## config.mk

```make
export PLATFORM = sky130hd
export DESIGN_NAME = ffda_cell
export DESIGN_NICKNAME = d
export VERILOG_FILES = /design/src/hdl/first_fit_descriptor_allocator_macros.svh /design/src/hdl/ffda_pkg.sv /design/src/hdl/ffda_cell.sv
export SDC_FILE = /design/constraint.sdc
export NUM_CORES = 1
export LEC_CHECK = 0
export BUFFER_PORTS_ARGS = -buffer_cell sky130_fd_sc_hd__buf_2
export CORE_MARGIN = 8
export CORE_UTILIZATION = 40
export CTS_BUF_LIST = sky130_fd_sc_hd__clkbuf_4 sky130_fd_sc_hd__clkbuf_8
export DETAILED_ROUTE_END_ITERATION = 7
export PLACE_DENSITY = 0.74
export SYNTH_ARGS = -nofsm -noshare
export SYNTH_HDL_FRONTEND = slang
export SYNTH_SLANG_ARGS = --single-unit
```

## constraint.sdc

```tcl
create_clock -name clk -period 4.82 [get_ports clk]
set_input_delay 0.482 -clock clk [delete_from_list [all_inputs] [get_ports clk]]
set_output_delay 0.482 -clock clk [all_outputs]
set_load 0.01 [all_outputs]
```

## src/hdl/first_fit_descriptor_allocator_macros.svh

```systemverilog
// Assertion macros used by the allocator module.
`ifndef FIRST_FIT_DESCRIPTOR_ALLOCATOR_MACROS_SVH
`define FIRST_FIT_DESCRIPTOR_ALLOCATOR_MACROS_SVH

// Property that must hold whenever the antecedent holds in the same cycle.
`define FFDA_ASSERT_IMP(label, clk, rst_n, ante, cons) \
	label: assert property (@(posedge clk) disable iff (!rst_n) (ante) |-> (cons)) \
		else $error("assertion failed");

// Property whose consequent is checked in the following cycle.
`define FFDA_ASSERT_NEXT(label, clk, rst_n, ante, cons) \
	label: assert property (@(posedge clk) disable iff (!rst_n) (ante) |=> (cons)) \
		else $error("assertion failed");

`endif

```

## src/hdl/ffda_pkg.sv

```systemverilog
`timescale 1ns / 1ps
package ffda_pkg;
	localparam int unsigned LEN_W = 21;
	localparam int unsigned IDX_W = 20;
	localparam int unsigned S_TDATA_W = ((2 + LEN_W + IDX_W + 7) / 8) * 8;
	localparam int unsigned M_TDATA_W = ((2 + IDX_W + 128 + 7) / 8) * 8;
	localparam logic [LEN_W-1:0] LEN_MAX = '1;

	typedef enum logic [1:0] {
		OP_ALLOC = 2'd0,
		OP_FREE = 2'd1,
		OP_COALESCE = 2'd2,
		OP_RESET_BUMP = 2'd3
	} opcode_t;

	typedef enum logic [1:0] {
		ST_OK = 2'd0,
		ST_OVERFLOW = 2'd1,
		ST_LIST_FULL = 2'd2
	} status_t;

	typedef enum logic [1:0] {
		REG_CAPACITY = 2'd0,
		REG_STRIDE = 2'd1,
		REG_CPU_BASE = 2'd2,
		REG_GPU_BASE = 2'd3
	} reg_index_t;

	typedef enum logic [2:0] {
		S_IDLE,
		S_FIND,
		S_FREE_POS,
		S_SORT,
		S_MERGE,
		S_MUL,
		S_OUT
	} state_t;

	// Commands from the controller to each cell of the free list.
	typedef enum logic [2:0] {
		CMD_NONE,
		CMD_SHIFT_UP,
		CMD_SHIFT_DOWN,
		CMD_WRITE,
		CMD_SWAP_PASS
	} cell_cmd_t;
endpackage

```

## src/hdl/ffda_cell.sv

```systemverilog
`timescale 1ns / 1ps
module ffda_cell import ffda_pkg::*; (
	input logic clk,
	input cell_cmd_t cmd,
	input logic sel,
	input logic [IDX_W-1:0] wr_start,
	input logic [LEN_W-1:0] wr_len,
	input logic [IDX_W-1:0] prev_start,
	input logic [LEN_W-1:0] prev_len,
	input logic [IDX_W-1:0] next_start,
	input logic [LEN_W-1:0] next_len,
	input logic take_prev,
	input logic take_next,
	output logic [IDX_W-1:0] start_q,
	output logic [LEN_W-1:0] len_q
);
	always_ff @(posedge clk) begin
		case (cmd)
			CMD_SHIFT_DOWN: begin
				if (sel) begin
					start_q <= next_start;
					len_q <= next_len;
				end
			end
			CMD_SHIFT_UP: begin
				if (sel) begin
					start_q <= prev_start;
					len_q <= prev_len;
				end
			end
			CMD_WRITE: begin
				if (sel) begin
					start_q <= wr_start;
					len_q <= wr_len;
				end
			end
			CMD_SWAP_PASS: begin
				if (take_prev) begin
					start_q <= prev_start;
					len_q <= prev_len;
				end else if (take_next) begin
					start_q <= next_start;
					len_q <= next_len;
				end
			end
			default: begin
			end
		endcase
	end
endmodule

```

== Word level (Yosys, flattened, before mapping) ==
Index checks and enable logic that the tools add are counted.

* Eq/ne operators: 8
* Multiplexer cells: 12
* Reduce and logical (&&, ||, !) cells: 2

{| class="wikitable"
|+ Operator list
! kind !! number
|-
| 21-bit 2-to-1 mux || 5
|-
| 20-bit 2-to-1 mux || 5
|-
| 21-bit case mux with 4 select lines || 1
|-
| 20-bit case mux with 4 select lines || 1
|-
| 3-bit by 2-bit == test with 1-bit output (second input constant) || 2
|-
| 2-bit inequality test (second input constant) || 3
|-
| 5-bit AND reduction || 1
|-
| 4-bit nonzero test || 1
|-
| 3-bit by 1-bit == test with 1-bit output (second input constant) || 1
|-
| 3-bit == test (second input constant) || 1
|-
| 3-bit inequality test (second input constant) || 1
|}

* Flip-flop bits (word level): 41

== Depth between registers and ports, before layout ==
Gate-level depths: netlist of run 1.

* Word-level depth: 3
* Gate-level depth with buffers: 6

== Least setup slack after synthesis of run 1 ==
OpenSTA, ideal clock, no wires.

* Path kind: in2reg
* Start: in cmd[1]
* End: reg len_q[0], enable pin
* Required time: 4.324 ns
* Arrival: 3.912 ns
* Library setup time: 0.496 ns
* Cell stages on the path: 4
* Setup slack: 0.412 ns
* Cells stage by stage: buf_6 -> clkbuf_1 -> o21ai_0 -> o21ai_0

* Longest elaborated chain between the ends: 3
* Elaborated cells between the ends (all ways): 10

{| class="wikitable"
|+ Ends and longest elaborated chain
! element !! RTL line !! source
|-
| start: declaration || ffda_cell.sv:4 || <nowiki>input cell_cmd_t cmd,</nowiki>
|-
| 3-bit == test, or another cell as far along || ffda_cell.sv:18 || <nowiki>case (cmd)</nowiki>
|-
| 3-bit inequality test (no line), or another cell as far along || - ||
|-
| 5-bit AND reduction (no line) * || - ||
|-
| end signal: assignment || ffda_cell.sv:22 || <nowiki>len_q <= next_len;</nowiki>
|-
| end signal: assignment || ffda_cell.sv:28 || <nowiki>len_q <= prev_len;</nowiki>
|-
| end signal: assignment || ffda_cell.sv:34 || <nowiki>len_q <= wr_len;</nowiki>
|-
| end: declaration || ffda_cell.sv:15 || <nowiki>output logic [LEN_W-1:0] len_q</nowiki>
|}

Mark *: on every way between the ends. The rest lies on a longest branch, timed or not.
A chain may end at the register's enable or synchronous reset.

== Final worst setup path of run 1 ==
* Start: in cmd[0]
* End: reg start_q[17], enable pin

* Longest elaborated chain between the ends: 3
* Elaborated cells between the ends (all ways): 10

{| class="wikitable"
|+ Ends and longest elaborated chain
! element !! RTL line !! source
|-
| 3-bit == test, or another cell as far along || ffda_cell.sv:18 ||
|-
| 3-bit inequality test (no line), or another cell as far along || - ||
|-
| 5-bit AND reduction (no line) * || - ||
|-
| end signal: assignment || ffda_cell.sv:21 || <nowiki>start_q <= next_start;</nowiki>
|-
| end signal: assignment || ffda_cell.sv:27 || <nowiki>start_q <= prev_start;</nowiki>
|-
| end signal: assignment || ffda_cell.sv:33 || <nowiki>start_q <= wr_start;</nowiki>
|-
| end: declaration || ffda_cell.sv:14 || <nowiki>output logic [IDX_W-1:0] start_q,</nowiki>
|}

Marked as above.

==> results of run 1 <==
==> layer usage <==
| layer | wire length, um | up-vias | global-route usage |
|---|---|---|---|
| li1 | - | 1466 | - |
| met1 | 3920 | 1487 | 0.223 |
| met2 | 5300 | 173 | 0.336 |
| met3 | 1000 | 12 | 0.0481 |
| met4 | 171 | 0 | 0.0745 |
| met5 | 0 | - | 0 |
==> area by class of cell <==
cell class / instances / area share
clock buffers: 5 / 0.0180
flip-flops and latches: 41 / 0.322
well taps: 99 / 0.0324
repair buffers: 174 / 0.230
clock inverters: 3 / 0.00327
multi-input cells: 236 / 0.395
==> power breakdown <==
| group | internal (mW) | switching (mW) | leakage (nW) |
|---|---|---|---|
| Combinational | 0.113 | 0.136 | 1.32 |
| Sequential | 0.441 | 0.0119 | 0.386 |
| Clock | 0.0977 | 0.125 | 0.0430 |
| Total | 0.652 | 0.273 | 1.75 |
==> state kept, by name, indices dropped and copies added, names as in the netlist <==
name / flops
len_q: 21
start_q: 20
==> cell families after synthesis <==
logic type | share of synthesized area
AOI/OAI and AO/OA | 0.211
buffers and inverters | 0.0651
DFF | 0.422
muxes | 0.0141
and+or+nand+nor | 0.288
==> Yosys cell counts <==
master / count / area, um^2
sky130_fd_sc_hd__a221o_1: 12 / 120
sky130_fd_sc_hd__mux2i_1: 3 / 30.0
sky130_fd_sc_hd__o211ai_1: 1 / 7.51
sky130_fd_sc_hd__o21ai_0: 30 / 150
sky130_fd_sc_hd__mux2_2: 1 / 11.3
sky130_fd_sc_hd__nor2b_2: 1 / 8.76
sky130_fd_sc_hd__nor2_1: 57 / 214
sky130_fd_sc_hd__clkbuf_1: 16 / 60.1
sky130_fd_sc_hd__nor2_2: 1 / 6.26
sky130_fd_sc_hd__nand2b_2: 1 / 8.76
sky130_fd_sc_hd__buf_6: 6 / 67.6
sky130_fd_sc_hd__buf_2: 8 / 40.0
sky130_fd_sc_hd__nor2b_1: 28 / 175
sky130_fd_sc_hd__o41ai_1: 18 / 158
sky130_fd_sc_hd__edfxtp_1: 41 / 1230
sky130_fd_sc_hd__nand3b_1: 1 / 7.51
sky130_fd_sc_hd__and4bb_1: 1 / 12.5
sky130_fd_sc_hd__nor3_1: 28 / 140
sky130_fd_sc_hd__and3_1: 40 / 250
sky130_fd_sc_hd__and2_1: 1 / 6.26
sky130_fd_sc_hd__buf_4: 3 / 22.5
sky130_fd_sc_hd__o41ai_2: 10 / 163
sky130_fd_sc_hd__nand3b_2: 1 / 11.3
sky130_fd_sc_hd__o21bai_4: 1 / 18.8
==> worst max-delay path by stage <==
stage | slack (ns) | cells after the start | endpoint
after CTS | 2.26 | 5 | start_q[17]$_DFFE_PP_
after floorplan | 0.41 | 4 | len_q[0]$_DFFE_PP_
final | 2.27 | 5 | start_q[17]$_DFFE_PP_
after global placement | 1.95 | 5 | start_q[11]$_DFFE_PP_
after global routing | 2.10 | 5 | start_q[7]$_DFFE_PP_
after detailed placement | 1.97 | 5 | start_q[12]$_DFFE_PP_
==> critical path, stage by stage <==
cell and delay [ns]:
sky130_fd_sc_hd__buf_2 0.15, sky130_fd_sc_hd__nor2_2 0.81, sky130_fd_sc_hd__o211ai_1 0.30, sky130_fd_sc_hd__o21ai_4 0.34, sky130_fd_sc_hd__buf_4 0.42
==> impl_metrics.py, run 1 <==
metrics = {
    "min_path": {
        "min-delay-path-class": "input port to register",
        "whs_endpoint": "len_q[18]$_DFFE_PP_",
        "holdCritStartpoint": "prev_len[18]",
        "timing.hold.worst_path_depth": 2,
    },
    "placement": {
        "port_buffer_count": 170,
        "place.detailed.hpwl_um": 7500,
        "placed_cells": 550,
        "post-place-ws_ns": 1.97,
        "detailed_place.area_mm2": 0.00375,
        "gp_routability_congestion": 0.836,
    },
    "logic_synthesis": {
        "syn-instance-count": 310,
        "syn-num-nets": 440,
        "ys_seq_elements": 41,
        "synth-seq-area-share": 0.422,
        "ys_warn_count": 0,
        "synth.distinct_cells": 24,
        "synthesis.area_per_instance_um2": 9.42,
        "synth.cell_area_mm2": 0.00292,
    },
    "floorplanning": {
        "placement_row_count": 31,
        "fp.dieH_um": 101,
        "core_region_area_mm2": 0.00718,
        "initial_core_util": 0.407,
        "die_w_um": 101,
        "fp.dieArea_mm2": 0.0103,
        "top_level_ports": 171,
    },
    "grt": {
        "grt_start_max_net_pins": 60,
        "grt_antenna_before_repair": 0,
        "global_route.usage.total": 0.194,
        "grt_pass1_wl_um": 15800,
        "grt.overflow.total": 0,
        "via_count_of_the_first_global_routing_pass": 3216,
    },
    "routing": {
        "average_vias_per_placed_instance": 5.62,
        "wire_per_inst_um": 18.6,
        "antenna_left": 0,
        "remaining_design_rule_violation_count": 0,
        "dr.pass1.iters": 5,
        "routed-via-count": 3138,
        "drtIter0Drc": 263,
        "routed_wire_length_um": 10400,
    },
    "final_layout": {
        "layout-drive-gt1-share": 0.429,
        "stdcell_count": 558,
        "layout_common_cells": "sky130_fd_sc_hd__buf_2 (170), sky130_fd_sc_hd__nor2_1 (57), sky130_fd_sc_hd__edfxtp_1 (41)",
        "final_cell_area_excluding_filler_cells_mm2": 0.00383,
        "final_common_cell": "sky130_fd_sc_hd__buf_2",
        "area.sequential_mm2": 0.00123,
        "multi_input_area_mm2": 0.00151,
        "design.final.nets": 588,
        "fill_cells": 682,
        "areaGrowthSynthToFinish_pct": 31.1,
        "finalCoreUtilization": 0.533,
        "antenna-diode-count": 0,
    },
    "setup_path": {
        "required_ns": 4.80,
        "worst-path-max-fanout": 30,
        "worst_ep_arrival_ns": 2.53,
        "cp-end-kind": "register",
        "worstSetupStartpointType": "input port",
        "path_class": "input port to register",
        "crit_start": "cmd[0]",
    },
    "timing": {
        "worstMarginPinSlew_ns": 1.08,
        "final_min_period_over_clock_period": 0.529,
        "clock.fmax_mhz": 392,
        "max_slew_margin": 0.280,
        "period_minus_slack_ns": 2.55,
        "setup_viol": 0,
        "fin_setup_tns_ns": 0,
        "setup_slack_ns": 2.27,
        "timing.final.hold_violations": 0,
        "hold_slack_ns": 0.480,
        "final-max-slew-violation-count": 0,
        "setup_repair_after_global_routing_missed_its_margin": "false",
    },
    "clock_network": {
        "post_cts_buffers": 0,
        "clockRootBuffer": "sky130_fd_sc_hd__clkbuf_8",
        "htree_num_levels": 2,
        "tritoncts": "done",
        "cts.sinks": 41,
        "clkTransAtPathRegs_ns": 0.08,
        "tritoncts.num_buffers": 5,
        "cts_max_path_buffers": 2,
        "holdBufCountCts": 0,
        "post_cts.resized_instances": 0,
    },
    "power_and_ir_drop": {
        "pwr_total_mw": 0.924,
        "total_leakage_power_nw": 1.75,
        "ir_worst_vdd_uv": 109,
        "power.density_mw_per_mm2": 242,
    },
    "outcome": {
        "status": "finished clean",
    },
    "job": {
        "cap_viol_max_count": 0,
    },
}
No activity file was read; power rests on OpenSTA's default activity.
==> inputs of run 2 (changes only) <==
Settings changed: PLACE_DENSITY 0.74 to 0.77.
Clock period 4.82 ns to 2.1 ns, I/O delays scaled along.
==> run 2 against run 1 <==
  * Non-clock buffer count up 12
  * Hold slack worse by 0.27 ns
  * Via count is 0.35% lower
  * Cell area increased by 5.0%
  * Critical path depth unchanged
  * Critical path type unchanged
  * Highest routed layer is now met5
==> impl_metrics.py, run 2 (synthesized netlist as in run 1, its figures left out) <==
metrics = {
    "setup_path": {
        "cp-end-kind": "register",
        "worst-path-max-fanout": 17,
        "cp.buffers_inverters": 2,
        "path_class": "input port to register",
        "worst_path_max_delay_cell": "sky130_fd_sc_hd__nor2_1",
        "cp_slowest_stage_delay_ns": 0.60,
        "timing.critical_path.cells": "buf_2 > buf_4 > and4bb_1 > nor2_1 > a221o_1",
        "worstSetupStartpointType": "input port",
        "worst_ep_arrival_ns": 1.68,
        "path_delay_family": "simple AND/OR/NAND/NOR gates",
        "required_ns": 2.27,
    },
    "floorplanning": {
        "top_level_ports": 171,
        "core_region_area_mm2": 0.00718,
        "initial_core_util": 0.407,
        "fp.dieArea_mm2": 0.0103,
        "die_w_um": 101,
        "fp.dieH_um": 101,
        "placement_row_count": 31,
    },
    "timing": {
        "clock.fmax_mhz": 661,
        "worstMarginPinSlew_ns": 0.776,
        "setup_repair_after_global_routing_missed_its_margin": "false",
        "final_min_period_over_clock_period": 0.721,
        "setup_viol": 0,
        "max_slew_margin": 0.481,
        "setup_slack_ns": 0.586,
        "timing.final.hold_violations": 0,
        "period_minus_slack_ns": 1.51,
        "final-max-slew-violation-count": 0,
        "fin_setup_tns_ns": 0,
    },
    "clock_network": {
        "cts_max_path_buffers": 2,
        "tritoncts.num_buffers": 5,
        "clockRootBuffer": "sky130_fd_sc_hd__clkbuf_8",
        "htree_num_levels": 2,
        "clkTransAtPathRegs_ns": 0.09,
        "post_cts.resized_instances": 0,
        "cts.sinks": 41,
        "holdBufCountCts": 0,
        "post_cts_buffers": 0,
        "tritoncts": "done",
    },
    "placement": {
        "port_buffer_count": 170,
        "post-place-ws_ns": 0.289,
        "gp_routability_congestion": 0.878,
        "place.detailed.hpwl_um": 7940,
    },
    "power_and_ir_drop": {
        "total_leakage_power_nw": 1.85,
        "power.density_mw_per_mm2": 572,
        "ir_worst_vdd_uv": 275,
    },
    "routing": {
        "met2WireLength_um": 5360,
        "dr.pass1.iters": 4,
        "uppermost_layer_routed": "met5",
        "average_vias_per_placed_instance": 5.49,
        "routed_wire_length_um": 10400,
        "remaining_design_rule_violation_count": 0,
        "wl_met1_um": 4000,
        "drtIter0Drc": 213,
        "wire_per_inst_um": 18.2,
        "met3RoutedLength_um": 802,
        "routed-via-count": 3127,
        "antenna_left": 0,
    },
    "min_path": {
        "min-delay-path-class": "input port to register",
        "whs_endpoint": "len_q[17]$_DFFE_PP_",
        "holdCritStartpoint": "next_len[17]",
        "timing.hold.worst_path_depth": 2,
    },
    "final_layout": {
        "layout_common_cells": "sky130_fd_sc_hd__buf_2 (170), sky130_fd_sc_hd__nor2_1 (57), sky130_fd_sc_hd__edfxtp_1 (41)",
        "layout-drive-gt1-share": 0.448,
        "largest_register_ff_count": 21,
        "registers_with_the_most_flip_flops": "len_q: 21 flops, start_q: 20 flops",
        "design.final.nets": 600,
        "regMostFlops": "len_q",
        "fill_cells": 657,
        "final_common_cell": "sky130_fd_sc_hd__buf_2",
        "antenna-diode-count": 0,
        "areaGrowthSynthToFinish_pct": 37.6,
    },
    "grt": {
        "grt.overflow.total": 0,
        "via_count_of_the_first_global_routing_pass": 3274,
        "global_route.usage.total": 0.196,
        "grt_pass1_wl_um": 16000,
        "grt_start_max_net_pins": 31,
        "grt_antenna_before_repair": 2,
    },
    "job": {
        "cap_viol_max_count": 0,
    },
    "outcome": {
        "status": "finished clean",
    },
}
## run 2: area by class of cell
cell class	instances	area (um^2)	share of cell area
multi-input cells	236	1520	0.377
repair buffers	186	1030	0.257
flip-flops and latches	41	1230	0.306
clock inverters	3	46.3	0.0115
well taps	99	124	0.0308
clock buffers	5	68.8	0.0171
## run 2: power by group
part           switching, mW  internal [mW]  leakage [nW]  total, mW
Sequential            0.0253           1.01         0.386       1.04
Combinational          0.316          0.287          1.41      0.603
Clock                  0.303          0.356        0.0543      0.659
Total                  0.644           1.65          1.85       2.30
## run 2: worst max-delay path by stage
stage | from | endpoint | cells after the start
after floorplan | cmd[1] | len_q[0]$_DFFE_PP_ | 4
after global placement | cmd[1] | len_q[16]$_DFFE_PP_ | 5
after detailed placement | cmd[1] | len_q[16]$_DFFE_PP_ | 5
after CTS | cmd[1] | len_q[16]$_DFFE_PP_ | 5
after global routing | cmd[1] | len_q[16]$_DFFE_PP_ | 5
final | cmd[1] | len_q[16]$_DFFE_PP_ | 5
## run 2: stage by stage
stage	power [mW]	std cells	hold slack (ns)	utilization	instance area, um^2
2_1_floorplan	1.36	310	0.424	-	2930
3_3_place_gp	1.65	562	0.512	0.544	3900
3_5_place_dp	1.66	562	0.517	0.544	3900
4_1_cts	2.32	570	0.198	0.560	4020
5_1_grt	2.40	570	0.201	0.560	4020
6_report	2.30	570	0.206	0.560	4020
## run 2: per-layer routing
layer	up-vias	GRT usage
li1	1496	-
met1	1456	0.231
met2	153	0.341
met3	18	0.0467
met4	4	0.0607
met5	-	0
==> inputs of run 3 (changes only) <==
Settings changed: PLACE_DENSITY 0.77 to 0.74.
Clock period 2.1 ns to 1.52 ns, I/O delays scaled along.
==> run 3 against run 2 <==
  * Sequential power is 38% higher
  * Setup slack worse by 0.32 ns
  * Highest routed layer is now met4
  * First-iteration DRC count is 20% lower
  * Sequential share of layout area is 0.47 points lower
  * Largest cell class unchanged
==> impl_metrics.py, run 3 (synthesized netlist as in run 1, its figures left out) <==
metrics = {
    "outcome": {
        "status": "finished clean",
    },
    "timing": {
        "setup_viol": 0,
        "setup_repair_after_global_routing_missed_its_margin": "false",
        "clock.fmax_mhz": 795,
        "worstMarginPinSlew_ns": 0.755,
        "final-max-slew-violation-count": 0,
        "final_min_period_over_clock_period": 0.827,
        "setup_slack_ns": 0.263,
        "period_minus_slack_ns": 1.26,
        "fin_setup_tns_ns": 0,
        "max_slew_margin": 0.495,
        "timing.final.hold_violations": 0,
    },
    "floorplanning": {
        "die_w_um": 101,
        "placement_row_count": 31,
        "core_region_area_mm2": 0.00718,
        "fp.dieArea_mm2": 0.0103,
        "initial_core_util": 0.407,
        "top_level_ports": 171,
        "fp.dieH_um": 101,
    },
    "final_layout": {
        "registers_with_the_most_flip_flops": "len_q: 21 flops, start_q: 20 flops",
        "multi_input_area_mm2": 0.00153,
        "finalCoreUtilization": 0.569,
        "design.final.nets": 606,
        "layout-drive-gt1-share": 0.457,
        "stdcell_count": 576,
        "fill_cells": 641,
        "final_common_cell": "sky130_fd_sc_hd__buf_2",
        "areaGrowthSynthToFinish_pct": 39.8,
        "layout_common_cells": "sky130_fd_sc_hd__buf_2 (170), sky130_fd_sc_hd__nor2_1 (57), sky130_fd_sc_hd__edfxtp_1 (41)",
        "regMostFlops": "len_q",
        "area.sequential_mm2": 0.00123,
        "antenna-diode-count": 0,
        "final_cell_area_excluding_filler_cells_mm2": 0.00408,
        "largest_register_ff_count": 21,
    },
    "grt": {
        "grt_pass1_wl_um": 16200,
        "grt_start_max_net_pins": 26,
        "grt.overflow.total": 0,
        "via_count_of_the_first_global_routing_pass": 3310,
        "global_route.usage.total": 0.197,
        "grt_antenna_before_repair": 0,
    },
    "clock_network": {
        "cts.sinks": 41,
        "cts_max_path_buffers": 2,
        "post_cts_buffers": 0,
        "tritoncts": "done",
        "htree_num_levels": 2,
        "clockRootBuffer": "sky130_fd_sc_hd__clkbuf_8",
        "tritoncts.num_buffers": 5,
        "holdBufCountCts": 0,
        "clkTransAtPathRegs_ns": 0.08,
        "post_cts.resized_instances": 0,
    },
    "routing": {
        "routed_wire_length_um": 10400,
        "wire_per_inst_um": 18.1,
        "average_vias_per_placed_instance": 5.49,
        "routed-via-count": 3164,
        "drtIter0Drc": 170,
        "remaining_design_rule_violation_count": 0,
        "dr.pass1.iters": 5,
        "antenna_left": 0,
    },
    "setup_path": {
        "path_class": "input port to register",
        "required_ns": 1.68,
        "cp-end-kind": "register",
        "worst_ep_arrival_ns": 1.41,
        "worstSetupStartpointType": "input port",
        "worst-path-max-fanout": 12,
    },
    "placement": {
        "post-place-ws_ns": -0.00707,
        "gp_routability_congestion": 0.803,
        "placed_cells": 568,
        "place.detailed.hpwl_um": 8060,
        "port_buffer_count": 170,
        "detailed_place.area_mm2": 0.00395,
    },
    "power_and_ir_drop": {
        "total_leakage_power_nw": 1.89,
        "power.density_mw_per_mm2": 813,
        "ir_worst_vdd_uv": 348,
    },
    "job": {
        "cap_viol_max_count": 0,
    },
    "min_path": {
        "min-delay-path-class": "input port to register",
    },
}
[run 3: cell count changes in the layout (fill, tap and decap cells not counted)]
cell,before,now
sky130_fd_sc_hd__clkinvlp_4,1,0
sky130_fd_sc_hd__bufinv_16,1,2
sky130_fd_sc_hd__buf_12,5,4
sky130_fd_sc_hd__o21ai_4,1,2
sky130_fd_sc_hd__buf_4,11,18
sky130_fd_sc_hd__clkinv_4,1,0
sky130_fd_sc_hd__o21ai_0,29,28
sky130_fd_sc_hd__clkinv_2,0,1
[run 3: worst paths after layout]
| path | cells past startpoint | startpoint | end |
|---|---|---|---|
| setup / recovery | 4 | cmd[0] | len_q[18]$_DFFE_PP_ |
| hold / removal | 2 | next_start[11] | start_q[11]$_DFFE_PP_ |
[run 3: critical path, cell delays in order]
cell	delay [ns]
sky130_fd_sc_hd__buf_2	0.15
sky130_fd_sc_hd__and4bb_1	0.25
sky130_fd_sc_hd__nor2_1	0.58
sky130_fd_sc_hd__a221o_1	0.28
[run 3: metrics by stage]
stage,power (mW),hold slack [ns]
2_1_floorplan,1.90,0.366
3_3_place_gp,2.28,0.454
3_5_place_dp,2.30,0.461
4_1_cts,3.35,0.155
5_1_grt,3.47,0.157
6_report,3.32,0.165
[run 3: layer usage]
metal	GRT usage	vias up	part of all wire
met2	0.343	147	0.49
met1	0.234	1499	0.40
met5	0	-	0
met4	0.0596	0	0.020
met3	0.0467	14	0.081
li1	-	1504	-
[run 3: power breakdown]
| part | switching (mW) | total, mW | leakage [nW] | internal [mW] |
|---|---|---|---|---|
| Sequential | 0.0318 | 1.43 | 0.386 | 1.40 |
| Combinational | 0.443 | 0.848 | 1.44 | 0.405 |
| Clock | 0.391 | 1.04 | 0.0681 | 0.653 |
[run 3: area by class of cell]
class,instances,share of cell area
multi-input combinational,236,0.374
sequential,41,0.302
timing repair buffer,192,0.261
tap,99,0.0303
clock buffer,5,0.0169
clock inverter,3,0.0159
